### src/rtl/hsv2rgb_pkg.sv
// ---------------------------------------------------------------------------
// hsv2rgb_pkg
// Types and constants shared by the HSV to RGB converter files.
// ---------------------------------------------------------------------------
package hsv2rgb_pkg;

	localparam int HUE_W     = 9;
	localparam int Q_W       = 9;
	localparam int CH_W      = 8;
	localparam int T_W       = 6;
	localparam int IDX_W     = 2;

	localparam logic [HUE_W-1:0] HUE_MAX    = 9'd360;
	localparam logic [HUE_W-1:0] SECTOR_DEG = 9'd60;
	localparam logic [Q_W-1:0]   Q_ONE      = 9'd256;
	localparam logic [CH_W-1:0]  FULL_SCALE = 8'd255;

	// floor(q / 60) == (q * RECIP_60) >> RECIP_SHIFT for q below 23831
	localparam logic [14:0] RECIP_60    = 15'd17477;
	localparam int          RECIP_SHIFT = 20;

	// register indexes on the configuration port
	localparam logic [IDX_W-1:0] REG_SATURATION = 2'd0;
	localparam logic [IDX_W-1:0] REG_BRIGHTNESS = 2'd1;

	typedef enum logic [2:0] {
		SEC_RED_YELLOW     = 3'd0,
		SEC_YELLOW_GREEN   = 3'd1,
		SEC_GREEN_CYAN     = 3'd2,
		SEC_CYAN_BLUE      = 3'd3,
		SEC_BLUE_MAGENTA   = 3'd4,
		SEC_MAGENTA_RED    = 3'd5
	} sector_t;

	typedef struct packed {
		sector_t          sector;
		logic [T_W-1:0]   t;          // secondary weight in sixtieths, 0..60
		logic             range_err;
	} sect_info_t;

endpackage

### src/rtl/hsv2rgb_sector.sv
// ---------------------------------------------------------------------------
// hsv2rgb_sector
// Splits a hue into its 60-degree sector and the secondary weight t/60.
// ---------------------------------------------------------------------------
module hsv2rgb_sector (
	input  logic [hsv2rgb_pkg::HUE_W-1:0] hue,
	output hsv2rgb_pkg::sect_info_t       info
);
	import hsv2rgb_pkg::*;

	logic [HUE_W-1:0] h;
	logic [HUE_W-1:0] base;
	logic [HUE_W-1:0] frac;
	sector_t          sec;

	always_comb begin
		// 360 wraps to sector 0
		h = (hue == HUE_MAX) ? '0 : hue;
		if (h >= 9'd300) begin
			sec  = SEC_MAGENTA_RED;
			base = 9'd300;
		end else if (h >= 9'd240) begin
			sec  = SEC_BLUE_MAGENTA;
			base = 9'd240;
		end else if (h >= 9'd180) begin
			sec  = SEC_CYAN_BLUE;
			base = 9'd180;
		end else if (h >= 9'd120) begin
			sec  = SEC_GREEN_CYAN;
			base = 9'd120;
		end else if (h >= SECTOR_DEG) begin
			sec  = SEC_YELLOW_GREEN;
			base = SECTOR_DEG;
		end else begin
			sec  = SEC_RED_YELLOW;
			base = '0;
		end
		frac = h - base;
		info.sector    = sec;
		// odd sectors fall from 1 to 0 across the sector
		info.t         = sec[0] ? T_W'(SECTOR_DEG - frac) : frac[T_W-1:0];
		info.range_err = (hue > HUE_MAX);
	end

endmodule

### src/rtl/hsv_to_rgb_converter_top.sv
// ---------------------------------------------------------------------------
// hsv_to_rgb_converter_top
// HSV to RGB converter: one hue in, one 8-bit RGB triple out.
// ---------------------------------------------------------------------------
// Takes one hue per clock and returns one RGB item per clock while the
// result side is not blocked; each item passes five register stages
// (sector split, two multiply stages, rounding, then the divide by sixty
// done as a reciprocal multiply), and a result is offered from the fifth
// stage register. Each stage holds its own item while the next is blocked,
// so backpressure on the result side stalls only as far back as the
// pipeline is full. Saturation and brightness are Q1.8 (256 is 1.0); values
// above 256 are used as 256. A hue above 360 gives black with range_error
// set on tuser.
module hsv_to_rgb_converter_top (
	input  logic        clk,
	input  logic        arst_n,
	// configuration
	input  logic        cfg_we,
	input  logic [1:0]  cfg_idx,
	input  logic [8:0]  cfg_data,
	// hue in
	input  logic        s_tvalid,
	output logic        s_tready,
	input  logic [15:0] s_tdata,    // [8:0] hue, rest zero
	// colour out
	output logic        m_tvalid,
	input  logic        m_tready,
	output logic [23:0] m_tdata,    // [7:0] red, [15:8] green, [23:16] blue
	output logic        m_tuser     // [0] range_error
);
	import hsv2rgb_pkg::*;

	logic [Q_W-1:0] sat_q, bri_q;
	logic [Q_W-1:0] sat_c, bri_c;

	always_ff @(posedge clk or negedge arst_n) begin
		if (!arst_n) begin
			sat_q <= Q_ONE;
			bri_q <= 9'd128;
		end else if (cfg_we) begin
			unique case (cfg_idx)
				REG_SATURATION: sat_q <= cfg_data;
				REG_BRIGHTNESS: bri_q <= cfg_data;
				default: ;
			endcase
		end
	end

	assign sat_c = (sat_q > Q_ONE) ? Q_ONE : sat_q;
	assign bri_c = (bri_q > Q_ONE) ? Q_ONE : bri_q;

	// stage enables: a stage loads when empty or when its successor moves
	logic vld_s1, vld_s2, vld_s3, vld_s4, vld_s5;
	logic en1, en2, en3, en4, en5;

	assign en5      = !vld_s5 || m_tready;
	assign en4      = !vld_s4 || en5;
	assign en3      = !vld_s3 || en4;
	assign en2      = !vld_s2 || en3;
	assign en1      = !vld_s1 || en2;
	assign s_tready = en1;

	always_ff @(posedge clk or negedge arst_n) begin
		if (!arst_n) begin
			vld_s1 <= 1'b0;
			vld_s2 <= 1'b0;
			vld_s3 <= 1'b0;
			vld_s4 <= 1'b0;
			vld_s5 <= 1'b0;
		end else begin
			if (en1) vld_s1 <= s_tvalid;
			if (en2) vld_s2 <= vld_s1;
			if (en3) vld_s3 <= vld_s2;
			if (en4) vld_s4 <= vld_s3;
			if (en5) vld_s5 <= vld_s4;
		end
	end

	// ---- stage 1: sector split --------------------------------------------
	sect_info_t     info;
	sect_info_t     info_s1;
	logic [Q_W-1:0] sat_s1, bri_s1;

	hsv2rgb_sector u_sector (
		.hue  (s_tdata[HUE_W-1:0]),
		.info (info)
	);

	always_ff @(posedge clk) begin
		if (en1) begin
			info_s1 <= info;
			sat_s1  <= sat_c;
			bri_s1  <= bri_c;
		end
	end

	// ---- stage 2: u = s*t + 60*(1-s), vz = v*(1-s) ------------------------
	logic [Q_W-1:0] inv_s;
	logic [14:0]    u_sum;
	sect_info_t     info_s2;
	logic [13:0]    u_s2;
	logic [16:0]    vz_s2;
	logic [Q_W-1:0] bri_s2;

	assign inv_s = Q_ONE - sat_s1;
	assign u_sum = 15'(sat_s1 * info_s1.t) + 15'(inv_s * SECTOR_DEG);

	always_ff @(posedge clk) begin
		if (en2) begin
			info_s2 <= info_s1;
			u_s2    <= u_sum[13:0];
			vz_s2   <= 17'(bri_s1 * inv_s);
			bri_s2  <= bri_s1;
		end
	end

	// ---- stage 3: w = v*u; chroma and zero channels finish here -----------
	logic [24:0]     z_full;
	logic [16:0]     c_full;
	sect_info_t      info_s3;
	logic [21:0]     w_s3;
	logic [CH_W-1:0] zch_s3, cch_s3;

	// zero channel: round(255*v*(1-s) / 65536)
	assign z_full = 25'(vz_s2 * FULL_SCALE) + 25'd32768;
	// chroma channel: C + m == v, so round(255*v / 256)
	assign c_full = 17'(bri_s2 * FULL_SCALE) + 17'd128;

	always_ff @(posedge clk) begin
		if (en3) begin
			info_s3 <= info_s2;
			w_s3    <= 22'(bri_s2 * u_s2);
			zch_s3  <= z_full[23:16];
			cch_s3  <= c_full[15:8];
		end
	end

	// ---- stage 4: scale by 255, add half, drop 16 bits ---------------------
	logic [30:0]     w_full;
	sect_info_t      info_s4;
	logic [13:0]     q_s4;
	logic [CH_W-1:0] zch_s4, cch_s4;

	assign w_full = 31'(w_s3 * FULL_SCALE) + 31'd1966080;

	always_ff @(posedge clk) begin
		if (en4) begin
			info_s4 <= info_s3;
			q_s4    <= w_full[29:16];
			zch_s4  <= zch_s3;
			cch_s4  <= cch_s3;
		end
	end

	// ---- stage 5: divide by 60, place components by sector -----------------
	logic [28:0]     x_prod;
	logic [CH_W-1:0] xch;
	logic [CH_W-1:0] r_n, g_n, b_n;
	logic [CH_W-1:0] red_s5, green_s5, blue_s5;
	logic            rerr_s5;

	assign x_prod = 29'(q_s4 * RECIP_60);
	assign xch    = x_prod[RECIP_SHIFT+CH_W-1:RECIP_SHIFT];

	always_comb begin
		case (info_s4.sector)
			SEC_RED_YELLOW: begin
				r_n = cch_s4; g_n = xch;    b_n = zch_s4;
			end
			SEC_YELLOW_GREEN: begin
				r_n = xch;    g_n = cch_s4; b_n = zch_s4;
			end
			SEC_GREEN_CYAN: begin
				r_n = zch_s4; g_n = cch_s4; b_n = xch;
			end
			SEC_CYAN_BLUE: begin
				r_n = zch_s4; g_n = xch;    b_n = cch_s4;
			end
			SEC_BLUE_MAGENTA: begin
				r_n = xch;    g_n = zch_s4; b_n = cch_s4;
			end
			default: begin
				r_n = cch_s4; g_n = zch_s4; b_n = xch;
			end
		endcase
		if (info_s4.range_err) begin
			r_n = '0;
			g_n = '0;
			b_n = '0;
		end
	end

	always_ff @(posedge clk) begin
		if (en5) begin
			red_s5   <= r_n;
			green_s5 <= g_n;
			blue_s5  <= b_n;
			rerr_s5  <= info_s4.range_err;
		end
	end

	assign m_tvalid = vld_s5;
	assign m_tdata  = {blue_s5, green_s5, red_s5};
	assign m_tuser  = rerr_s5;

endmodule

### config.mk
export PLATFORM = sky130hd
export DESIGN_NAME = hsv_to_rgb_converter_top
export DESIGN_NICKNAME = d
export VERILOG_FILES = /design/src/rtl/hsv2rgb_pkg.sv /design/src/rtl/hsv2rgb_sector.sv /design/src/rtl/hsv_to_rgb_converter_top.sv
export SDC_FILE = /design/constraint.sdc
export NUM_CORES = 1
export LEC_CHECK = 0
export BUFFER_PORTS_ARGS = -buffer_cell sky130_fd_sc_hd__buf_2
export CAP_MARGIN = 25
export CORE_ASPECT_RATIO = 1.4
export CORE_UTILIZATION = 34
export DETAILED_ROUTE_END_ITERATION = 8
export PLACE_DENSITY = 0.5
export SETUP_SLACK_MARGIN = 0.05
export SYNTH_ARGS = -nofsm -noshare
export SYNTH_HDL_FRONTEND = slang
export SYNTH_SLANG_ARGS = --single-unit
export TNS_END_PERCENT = 30
### constraint.sdc
create_clock -name clk -period 11.43 [get_ports clk]
set_input_delay 3.429 -clock clk [delete_from_list [all_inputs] [get_ports clk]]
set_output_delay 3.429 -clock clk [all_outputs]
set_load 0.02 [all_outputs]
==> metrics.csv, run 1 <==
stage;metric;value;unit
worst_hold_path;whs_path_depth;0;
clock_network;post_cts_resize_count;0;
die;die_h;333.5;um
timing;fin_tns_setup;0;ns
global_routing;antenna_found_initial;0;
synthesis;syn-num-nets;3386;
synthesis;synthArstFlopShare;0.1173;
synthesis;avgSynthCellArea;10.33;um2
synthesis;synth_cells;2585;
timing;timing.fmax;118.6;MHz
synthesis;seq_area_frac_synth;0.2163;
route;wl_per_cell;14.02;um
die;core_region_area;0.07782;mm2
timing;whs;0.4244;ns
placed_design;dpl.hpwl;44170;um
timing;rsz0062_at_grt;no;
global_routing;grt_use_total;0.1376;
global_routing;grt_pass1_wl;88580;um
synthesis;yosys.cell_types.count;73;
finish;nets;3412;
clock_network;htree_levels;4;
timing;fin_worst_skew;0.01414;ns
timing;slew_headroom;0.3417;
critical_path;cp.arrival;5.00;ns
route;drtIter0Drc;472;
clock_network;cts_root_buffer;clkbuf_16;
outcome;status;finished, final reports clean;
global_routing;grt_pass1_vias;18690;
timing;tightest_slew;0.9875;ns
clock_network;insertion_delay;0.49;ns
critical_path;cp-start-kind;input pin;
die;io_pins;59;
critical_path;worstRegToRegCells;22;
timing;finalCritPeriodShare;0.7376;
route;drtAntennaViolNets;0;
critical_path;required;8.00;ns
route;vias;16660;
global_routing;grt_remaining_overflow;0;
critical_path;critPathMaxFanout;46;
die;die_area;0.07966;mm2
synthesis;synth_flop_cell;edfxtp_1;
placed_design;port_buffers;51;
synthesis;yosysWarningCount;0;
timing;setup_viol;0;
synthesis;synth-edff-count;173;
clock_network;cts_tree;built;
worst_hold_path;min_path_type;flip-flop to flip-flop;
timing;layout_min_cycle_time;8.430;ns
placed_design;place.gp.congestion;0.8264;
die;die_w;238.8;um
global_routing;grt_max_degree;47;
route;via_per_inst;4.542;
timing;hold_violations;0;
clock_network;numClockSinks;196;
clock_network;ctsLongestPathBuffers;2;
clock_network;cts-buffers-inserted;17;
route;drc_errors;0;
clock_network;postCtsSetupBuffers;0;
route;first_pass_iters;4;
flow_run;maxCapViolCount;0;
die;start_util;0.3431;
critical_path;crit_path_end_kind;output port;
clock_network;cts_hold_repair.buffers;0;
synthesis;syn_area;0.02670;mm2
timing;slew_violations;0;
finish;drive_above_1_share;0.05412;
synthesis;yosys_register_bits;196;
die;rows;121;
clock_network;cts.clk_slew.worst_paths;0.09;ns
finish;antennaDiodeCount;0;
route;routed_wl;51430;um
finish;area_delta_synth_final;7.916;%
critical_path;critical_path_class;input pin to output port;
[cell usage after synthesis (36+ instances only)]
library cell  number  area share
inv_1            625       0.088
fa_1             411        0.31
ha_1             358        0.17
nand2_1          212       0.030
edfxtp_1         173        0.19
and2_1           118       0.028
xnor2_1           80       0.026
nor2_1            74       0.010
a21oi_1           70       0.013
clkbuf_1          61      0.0086
o21ai_0           36      0.0067
[cell families after synthesis]
| logic type | share of synthesized area |
|---|---|
| simple gates | 0.09847 |
| xor+xnor | 0.03543 |
| mux | 0.01364 |
| fa+ha+maj | 0.4760 |
| buf+inv | 0.09674 |
| flops | 0.2163 |
| compound gates | 0.06346 |
[layout make-up]
cell class	count	area [um2]
Multi-Input combinational cell	1701	18350
Fill cell	7815	49010
Clock inverter	15	205.2
Clock buffer	17	425.4
Tap cell	1045	1308
Timing Repair Buffer	69	402.9
Inverter	626	2350
Sequential cell	196	5773
[worst max-delay path, cell delays in order]
cell and delay (ns):
buf_2 0.10, nor2b_1 0.09, nand4_1 0.10, buf_4 0.50, inv_1 0.08, nand2_1 0.08
buf_4 0.33, buf_2 0.24
[stage by stage]
step | cell area (um2) | worst slack, ns | instances | utilization
finish | 28810 | 3.000 | 3669 | 0.3702
global route | 28810 | 2.771 | 3669 | 0.3702
detailed placement | 28160 | 2.956 | 3636 | 0.3619
floorplan | 26700 | 2.129 | 2585 | -
CTS | 28790 | 2.938 | 3668 | 0.3700
global placement | 28150 | 2.926 | 3635 | 0.3618
[final timing paths]
kind	start	end	slack, ns
max in group asynchronous	arst_n	bri_q[7]	8.13
worst max-delay path	m_tready	s_tready	3.00
worst min register to register	cch_s3[2]	cch_s4[2]	0.42
min in group asynchronous	arst_n	bri_q[1]	2.93
worst min-delay path	cch_s3[2]	cch_s4[2]	0.42
worst max register to register	sat_s1[0]	vz_s2[14]	5.13
[per-layer routing]
layer	part of all wire	vias up	GRT usage
met1	0.41	8278	0.1537
met5	0	-	0
li1	-	8167	-
met2	0.55	157	0.2646
met4	0.023	0	0.04746
met3	0.017	62	0.01548
[layout by cell type, fill, tap and decap left out, types with 13 or more instances in the layout]
master and count:
a211oi_1 13, nor2b_1 28, xnor2_1 80, clkbuf_16 17, dfrtp_1 21, fa_1 411
nor2_1 74, mux2i_1 15, ha_1 358, nor3_1 23, o21a_1 18, nand3_1 19
nand2_1 212, xor2_1 28, a21oi_1 70, a21o_1 27, nand2b_1 16, and2_1 118
buf_4 17, edfxtp_1 173, inv_1 625, mux2_2 19, o21ai_0 36, buf_2 51
[state kept, by name (all words and copies together), names as in the netlist, 9 cells and up]
| signal | count |
|---|---|
| w_s3 | 22 |
| vz_s2 | 17 |
| q_s4 | 14 |
| u_s2 | 14 |
| info_s1 | 10 |
| bri_q | 9 |
| bri_s1 | 9 |
| bri_s2 | 9 |
| sat_q | 9 |
| sat_s1 | 9 |
Power of run 1 is not shown: default switching activity piles up to over one toggle a cycle in this logic, so the estimate is an artifact.
==> run 2: changes to the inputs <==
- ABC_AREA: not set -> 1
- PLACE_DENSITY: 0.5 -> 0.51
- clock period: 11.43 -> 6.9 ns (I/O delays scaled with it)
==> metrics.csv, run 2 <==
stage;metric;value;unit;change
outcome;status;finished, final reports clean;;
clock_network;htree_levels;4;;unchanged
worst_hold_path;min_path_type;flip-flop to flip-flop;;
placed_design;dpl.hpwl;55600;um;+26%
finish;largest_reg_flops;22;;unchanged
synthesis;synth-compound-area-share;0.05741;;-0.006052
finish;antennaDiodeCount;0;;unchanged
synthesis;synth_xor_area_frac;0.02836;;-0.007073
critical_path;reg2reg_slack;1.20;ns;-3.93 ns
placed_design;place.gp.congestion;0.8662;;+4.8%
synthesis;muxShareOfSynthArea;0;;-0.01364
route;drtIter0Drc;946;;+100%
route;first_pass_iters;5;;+1
finish;final_common_cell;inv_1;;
clock_network;cts.clk_slew.worst_paths;0.08;ns;about the same
clock_network;cts_root_buffer;clkbuf_16;;
route;drtAntennaViolNets;0;;unchanged
flow_run;maxCapViolCount;0;;unchanged
clock_network;insertion_delay;0.50;ns;about the same
global_routing;grt_max_degree;45;;-4.3%
timing;finalCritPeriodShare;0.8261;;
die;die_w;249.0;um;+4.2%
critical_path;crit_path_end_kind;flip-flop;;
synthesis;synthTopCellsByCount;939 x inv_1, 651 x nand2_1, 411 x fa_1;;
finish;n_fill_cell;8861;;+13%
die;rows;126;;+4.1%
finish;area_delta_synth_final;7.284;%;
global_routing;grt_use_total;0.1566;;+0.01906
global_routing;antenna_found_initial;0;;unchanged
finish;drive_above_1_share;0.04781;;-0.006301
synthesis;synth_fa_ha_area_frac;0.4377;;-0.03828
clock_network;post_cts_resize_count;0;;unchanged
critical_path;cp-start-kind;flip-flop;;
finish;largestRegisters;w_s3 x22, vz_s2 x17;;
synthesis;yosys_register_bits;196;;unchanged
critical_path;critPathMaxFanout;9;;-80%
synthesis;synth_flop_cell;edfxtp_1;;
route;wl_per_cell;14.26;um;+1.7%
clock_network;cts-buffers-inserted;17;;unchanged
global_routing;grt_pass1_vias;21880;;+17%
die;start_util;0.3436;;+0.0004945
synthesis;synthArstFlopShare;0.1173;;unchanged
placed_design;port_buffers;51;;unchanged
finish;nets;4197;;+23%
synthesis;yosys.cell_types.count;55;;-25%
synthesis;synth_cells;3371;;+30%
clock_network;cts_hold_repair.buffers;0;;unchanged
timing;fin_tns_setup;0;ns;unchanged
route;routed_wl;64120;um;+25%
synthesis;syn_area;0.02903;mm2;+8.7%
finish;register_area;0.005773;mm2;unchanged
synthesis;seq_area_frac_synth;0.1989;;-0.01739
critical_path;required;7.15;ns;-0.85 ns
route;via_per_inst;4.526;;-0.34%
timing;hold_violations;0;;unchanged
timing;tightest_slew;0.9813;ns;-0.006118 ns
die;core_region_area;0.08450;mm2;+8.6%
timing;slew_violations;0;;unchanged
synthesis;synth_top_family_by_area;adder cells;;
timing;fin_worst_skew;0.02067;ns;+0.006530 ns
route;drc_errors;0;;unchanged
timing;rsz0062_at_grt;no;;
global_routing;grt_remaining_overflow;0;;unchanged
critical_path;cp.arrival;5.95;ns;+0.95 ns
synthesis;yosys.area_share.simple;0.1464;;+0.04794
synthesis;synth-edff-count;173;;unchanged
die;die_h;347.7;um;+4.3%
synthesis;avgSynthCellArea;8.612;um2;-17%
synthesis;synth_top_cell_by_area;fa_1;;
global_routing;grt_pass1_wl;107800;um;+22%
finish;regMostFlops;w_s3;;
clock_network;cts_tree;built;;
synthesis;synthTopCellsByArea;fa_1 28%, edfxtp_1 18%, ha_1 15%, inv_1 12%, nand2_1 8.4%;;
timing;layout_min_cycle_time;5.700;ns;
clock_network;postCtsSetupBuffers;0;;unchanged
clock_network;ctsLongestPathBuffers;2;;unchanged
timing;timing.fmax;175.4;MHz;
synthesis;syn-num-nets;4172;;+23%
die;io_pins;59;;unchanged
route;vias;20360;;+22%
timing;setup_viol;0;;unchanged
synthesis;yosysMostFrequentCell;inv_1;;
synthesis;synth_top_area_frac;0.2834;;-0.02479
clock_network;numClockSinks;196;;unchanged
critical_path;critical_path_class;flip-flop to flip-flop;;
die;die_area;0.08657;mm2;+8.7%
finish;multi_input_area;0.01946;mm2;+6.1%
timing;slew_headroom;0.3458;;+0.004079
synthesis;yosysWarningCount;0;;unchanged
finish;final_cell_mix;936 x inv_1, 650 x nand2_1, 411 x fa_1;;
## run 2: stage by stage
stage | setup WS, ns | cell area, um2 | hold slack, ns | utilization | std cells
2_1_floorplan | 0.1081 | 29060 | 0.4003 | - | 3371
3_3_place_gp | 1.188 | 30500 | 0.4015 | 0.3609 | 4463
4_1_cts | 1.152 | 31120 | 0.4188 | 0.3682 | 4495
3_5_place_dp | 1.168 | 30500 | 0.4045 | 0.3609 | 4463
6_report | 1.200 | 31140 | 0.4190 | 0.3686 | 4497
5_1_grt | 0.7960 | 31140 | 0.4270 | 0.3686 | 4497
## run 2: path summary, 6_finish.rpt
check                      startpoint         to  cells after the start
max in group asynchronous      arst_n     vld_s2                      1
min in group asynchronous      arst_n   sat_q[5]                      1
min reg2reg                 cch_s3[6]  cch_s4[6]                      0
max                         sat_s1[2]   u_s2[13]                     27
min                         cch_s3[6]  cch_s4[6]                      0
max reg2reg                 sat_s1[2]   u_s2[13]                     27
## run 2: cells by family after synthesis
logic type / after synthesis
compound gates: 292
xor+xnor: 91
fa+ha+maj: 769
buf+inv: 1008
flops: 196
simple gates: 1015
## run 2: critical path, stage by stage, from the launching register on
cell and delay (ns):
edfxtp_1 0.66, clkinv_2 0.15, nand2_2 0.11, inv_2 0.04, nand2_1 0.06, o21ai_0 0.07, nand2_1 0.30, inv_1 0.27
fa_1 0.61, fa_1 0.43, ha_1 0.38, nand2_1 0.11, inv_1 0.04, nand2_1 0.05, nand2_1 0.07, a21oi_1 0.20
nor2_1 0.06, nor2_1 0.12, xor2_1 0.24, fa_1 0.45, ha_1 0.36, nand2_1 0.08, nor2_1 0.05, nand3_1 0.08
nand4_1 0.16, xor2_1 0.19, nand2_1 0.06, nand2_1 0.05
## run 2: layer usage
metal  wire length [um]  global-route usage  share of wire
met4               2108             0.05844          0.033
met5                  0                   0              0
met3               1063             0.01765          0.017
met2              35940              0.3133           0.56
met1              25010              0.1648           0.39
## run 2: layout make-up
cell class,instances,area share
Sequential cell,196,0.1854
Clock buffer,17,0.01366
Timing Repair Buffer,60,0.01077
Multi-Input combinational cell,2167,0.6250
Tap cell,1088,0.04371
Clock inverter,15,0.006267
Inverter,954,0.1153
Power of run 2 is left out for the same reason.
==> run 3: changes to the inputs <==
- ABC_AREA: 1 -> 0
- clock period: 6.9 -> 4.9 ns (I/O delays scaled with it)
==> metrics.csv, run 3 (synthesis gave the netlist of run 1 again) <==
stage;metric;value;unit;change
timing;hold_violations;0;;unchanged
timing;layout_min_cycle_time;5.257;ns;-0.4437 ns
finish;n_fill_cell;7562;;-15%
placed_design;port_buffers;51;;unchanged
clock_network;htree_levels;4;;unchanged
critical_path;cp-start-kind;flip-flop;;
finish;largestRegisters;w_s3 x22, vz_s2 x17;;
finish;final_cell_mix;590 x inv_1, 387 x fa_1, 328 x ha_1;;
critical_path;critical_path_class;flip-flop to flip-flop;;
critical_path;required;5.15;ns;-2.00 ns
clock_network;cts_root_buffer;clkbuf_16;;
timing;timing.fmax;190.2;MHz;+8.4%
clock_network;ctsLongestPathBuffers;2;;unchanged
timing;fin_tns_setup;-1.910;ns;-1.910 ns
global_routing;grt_use_total;0.1417;;-0.01492
route;routed_wl;53580;um;-16%
global_routing;antenna_found_initial;0;;unchanged
clock_network;cts.clk_slew.worst_paths;0.08;ns;about the same
die;core_region_area;0.07782;mm2;-7.9%
timing;slew_violations;0;;unchanged
route;via_per_inst;4.548;;+0.48%
timing;tightest_slew;0.9742;ns;-0.007112 ns
finish;antennaDiodeCount;0;;unchanged
clock_network;cts_hold_repair.buffers;0;;unchanged
route;wl_per_cell;13.67;um;-4.2%
timing;setup_viol;9;;+9
placed_design;pre_cts_ws;-0.4460;ns;-1.614 ns
timing;slew_headroom;0.3505;;+0.004741
outcome;status;finished, violations left;;
route;first_pass_iters;5;;unchanged
die;die_w;238.8;um;-4.1%
clock_network;insertion_delay;0.49;ns;about the same
finish;nets;3664;;-13%
clock_network;numClockSinks;196;;unchanged
worst_hold_path;min_path_type;flip-flop to flip-flop;;
critical_path;cp.arrival;5.50;ns;-0.45 ns
finish;largest_reg_flops;22;;unchanged
timing;rsz0062_at_grt;yes;;
timing;fin_worst_skew;0.01256;ns;-0.008106 ns
clock_network;cts-buffers-inserted;17;;unchanged
finish;regMostFlops;w_s3;;
global_routing;grt_pass1_vias;19630;;-10%
timing;whs;0.4171;ns;-0.001926 ns
global_routing;grt_max_degree;46;;+2.2%
placed_design;dpl.hpwl;45760;um;-18%
route;drtAntennaViolNets;0;;unchanged
finish;final_util;0.4078;;+0.03925
route;vias;17830;;-12%
die;die_area;0.07966;mm2;-8.0%
global_routing;grt_pass1_wl;91050;um;-16%
critical_path;critPathMaxFanout;5;;-4
finish;drive_above_1_share;0.1989;;+0.1511
route;drc_errors;0;;unchanged
critical_path;crit_path_end_kind;flip-flop;;
flow_run;maxCapViolCount;0;;unchanged
global_routing;grt_remaining_overflow;0;;unchanged
route;drtIter0Drc;528;;-44%
finish;final_common_cell;inv_1;;
die;die_h;333.5;um;-4.1%
outcome;violations;setup timing;;
timing;finalCritPeriodShare;1.073;;+0.2467
timing;setup_ws;-0.3567;ns;-1.556 ns
clock_network;cts_tree;built;;
die;rows;121;;-4.0%
finish;area_delta_synth_final;18.88;%;
placed_design;place.gp.congestion;0.8559;;-1.2%
die;io_pins;59;;unchanged
die;start_util;0.3431;;-0.0004945
## run 3: cell count changes in the layout (fill, tap and decap cells not counted), moves of 26 or more
cell,change
o21ai_0,-53
buf_4,+233
ha_4,+27
inv_1,-346
nand3_1,-68
xor2_1,-31
xnor2_1,+39
ha_1,-30
and2_1,+111
nor2b_1,+26
nand2_1,-443
nor2_1,-110
a21oi_1,-85
## run 3: final cells by class
| cell class | count | area, um2 | area share |
|---|---|---|---|
| flip-flops and latches | 196 | 5773 | 0.1819 |
| repair buffers | 321 | 2449 | 0.07716 |
| multi-input cells | 1701 | 19250 | 0.6067 |
| well taps | 1045 | 1308 | 0.04120 |
| clock inverters | 15 | 175.2 | 0.005520 |
| clock buffers | 17 | 425.4 | 0.01340 |
| inverters | 626 | 2352 | 0.07412 |
## run 3: timing repair
action | 4_1_cts | 5_1_grt
resized for setup | 85 | 122
pin swaps | 82 | 129
setup buffers | 17 | 23
endpoints found under the setup margin | 51 | 59
## run 3: metrics by stage
| step | instances | area, um2 |
|---|---|---|
| global placement | 3848 | 29950 |
| floorplan | 2585 | 26900 |
| detailed placement | 3850 | 29960 |
| CTS | 3899 | 31040 |
| finish | 3921 | 31740 |
| global route | 3921 | 31740 |
## run 3: worst paths after layout
| path | start | endpoint | slack (ns) | depth (start not counted) |
|---|---|---|---|---|
| hold reg to reg | cch_s3[2] | cch_s4[2] | 0.42 | 0 |
| hold / removal | cch_s3[2] | cch_s4[2] | 0.42 | 0 |
| max in group asynchronous | arst_n | sat_q[8] | 3.60 | 1 |
| min in group asynchronous | arst_n | m_tvalid | 0.94 | 1 |
| setup / recovery | sat_s1[1] | vz_s2[14] | -0.36 | 22 |
| setup reg to reg | sat_s1[1] | vz_s2[14] | -0.36 | 22 |
## run 3: worst max-delay path, cell delays in order, from the launching register on
cell and delay, ns:
edfxtp_1 0.47, inv_2 0.12, ha_4 0.15, nand2_4 0.04
or3_4 0.39, nor3_4 0.18, xor2_1 0.22, buf_4 0.18
nand2_2 0.06, fa_1 0.45, fa_1 0.50, inv_1 0.05
fa_1 0.49, inv_2 0.04, fa_1 0.48, inv_2 0.05
ha_4 0.26, a21boi_4 0.18, o21ai_2 0.09, a21oi_2 0.17
a41oi_2 0.14, nor2b_2 0.18, xnor2_1 0.12
## run 3: per-layer routing
layer	GRT usage	share of wire	wire (um)	vias to the layer above
met5	0	0	0	-
met4	0.04624	0.022	1191	0
met3	0.01912	0.020	1092	58
met2	0.2798	0.56	29980	207
met1	0.1512	0.40	21320	8880
li1	-	-	-	8688
Power of run 3 is left out for the same reason.
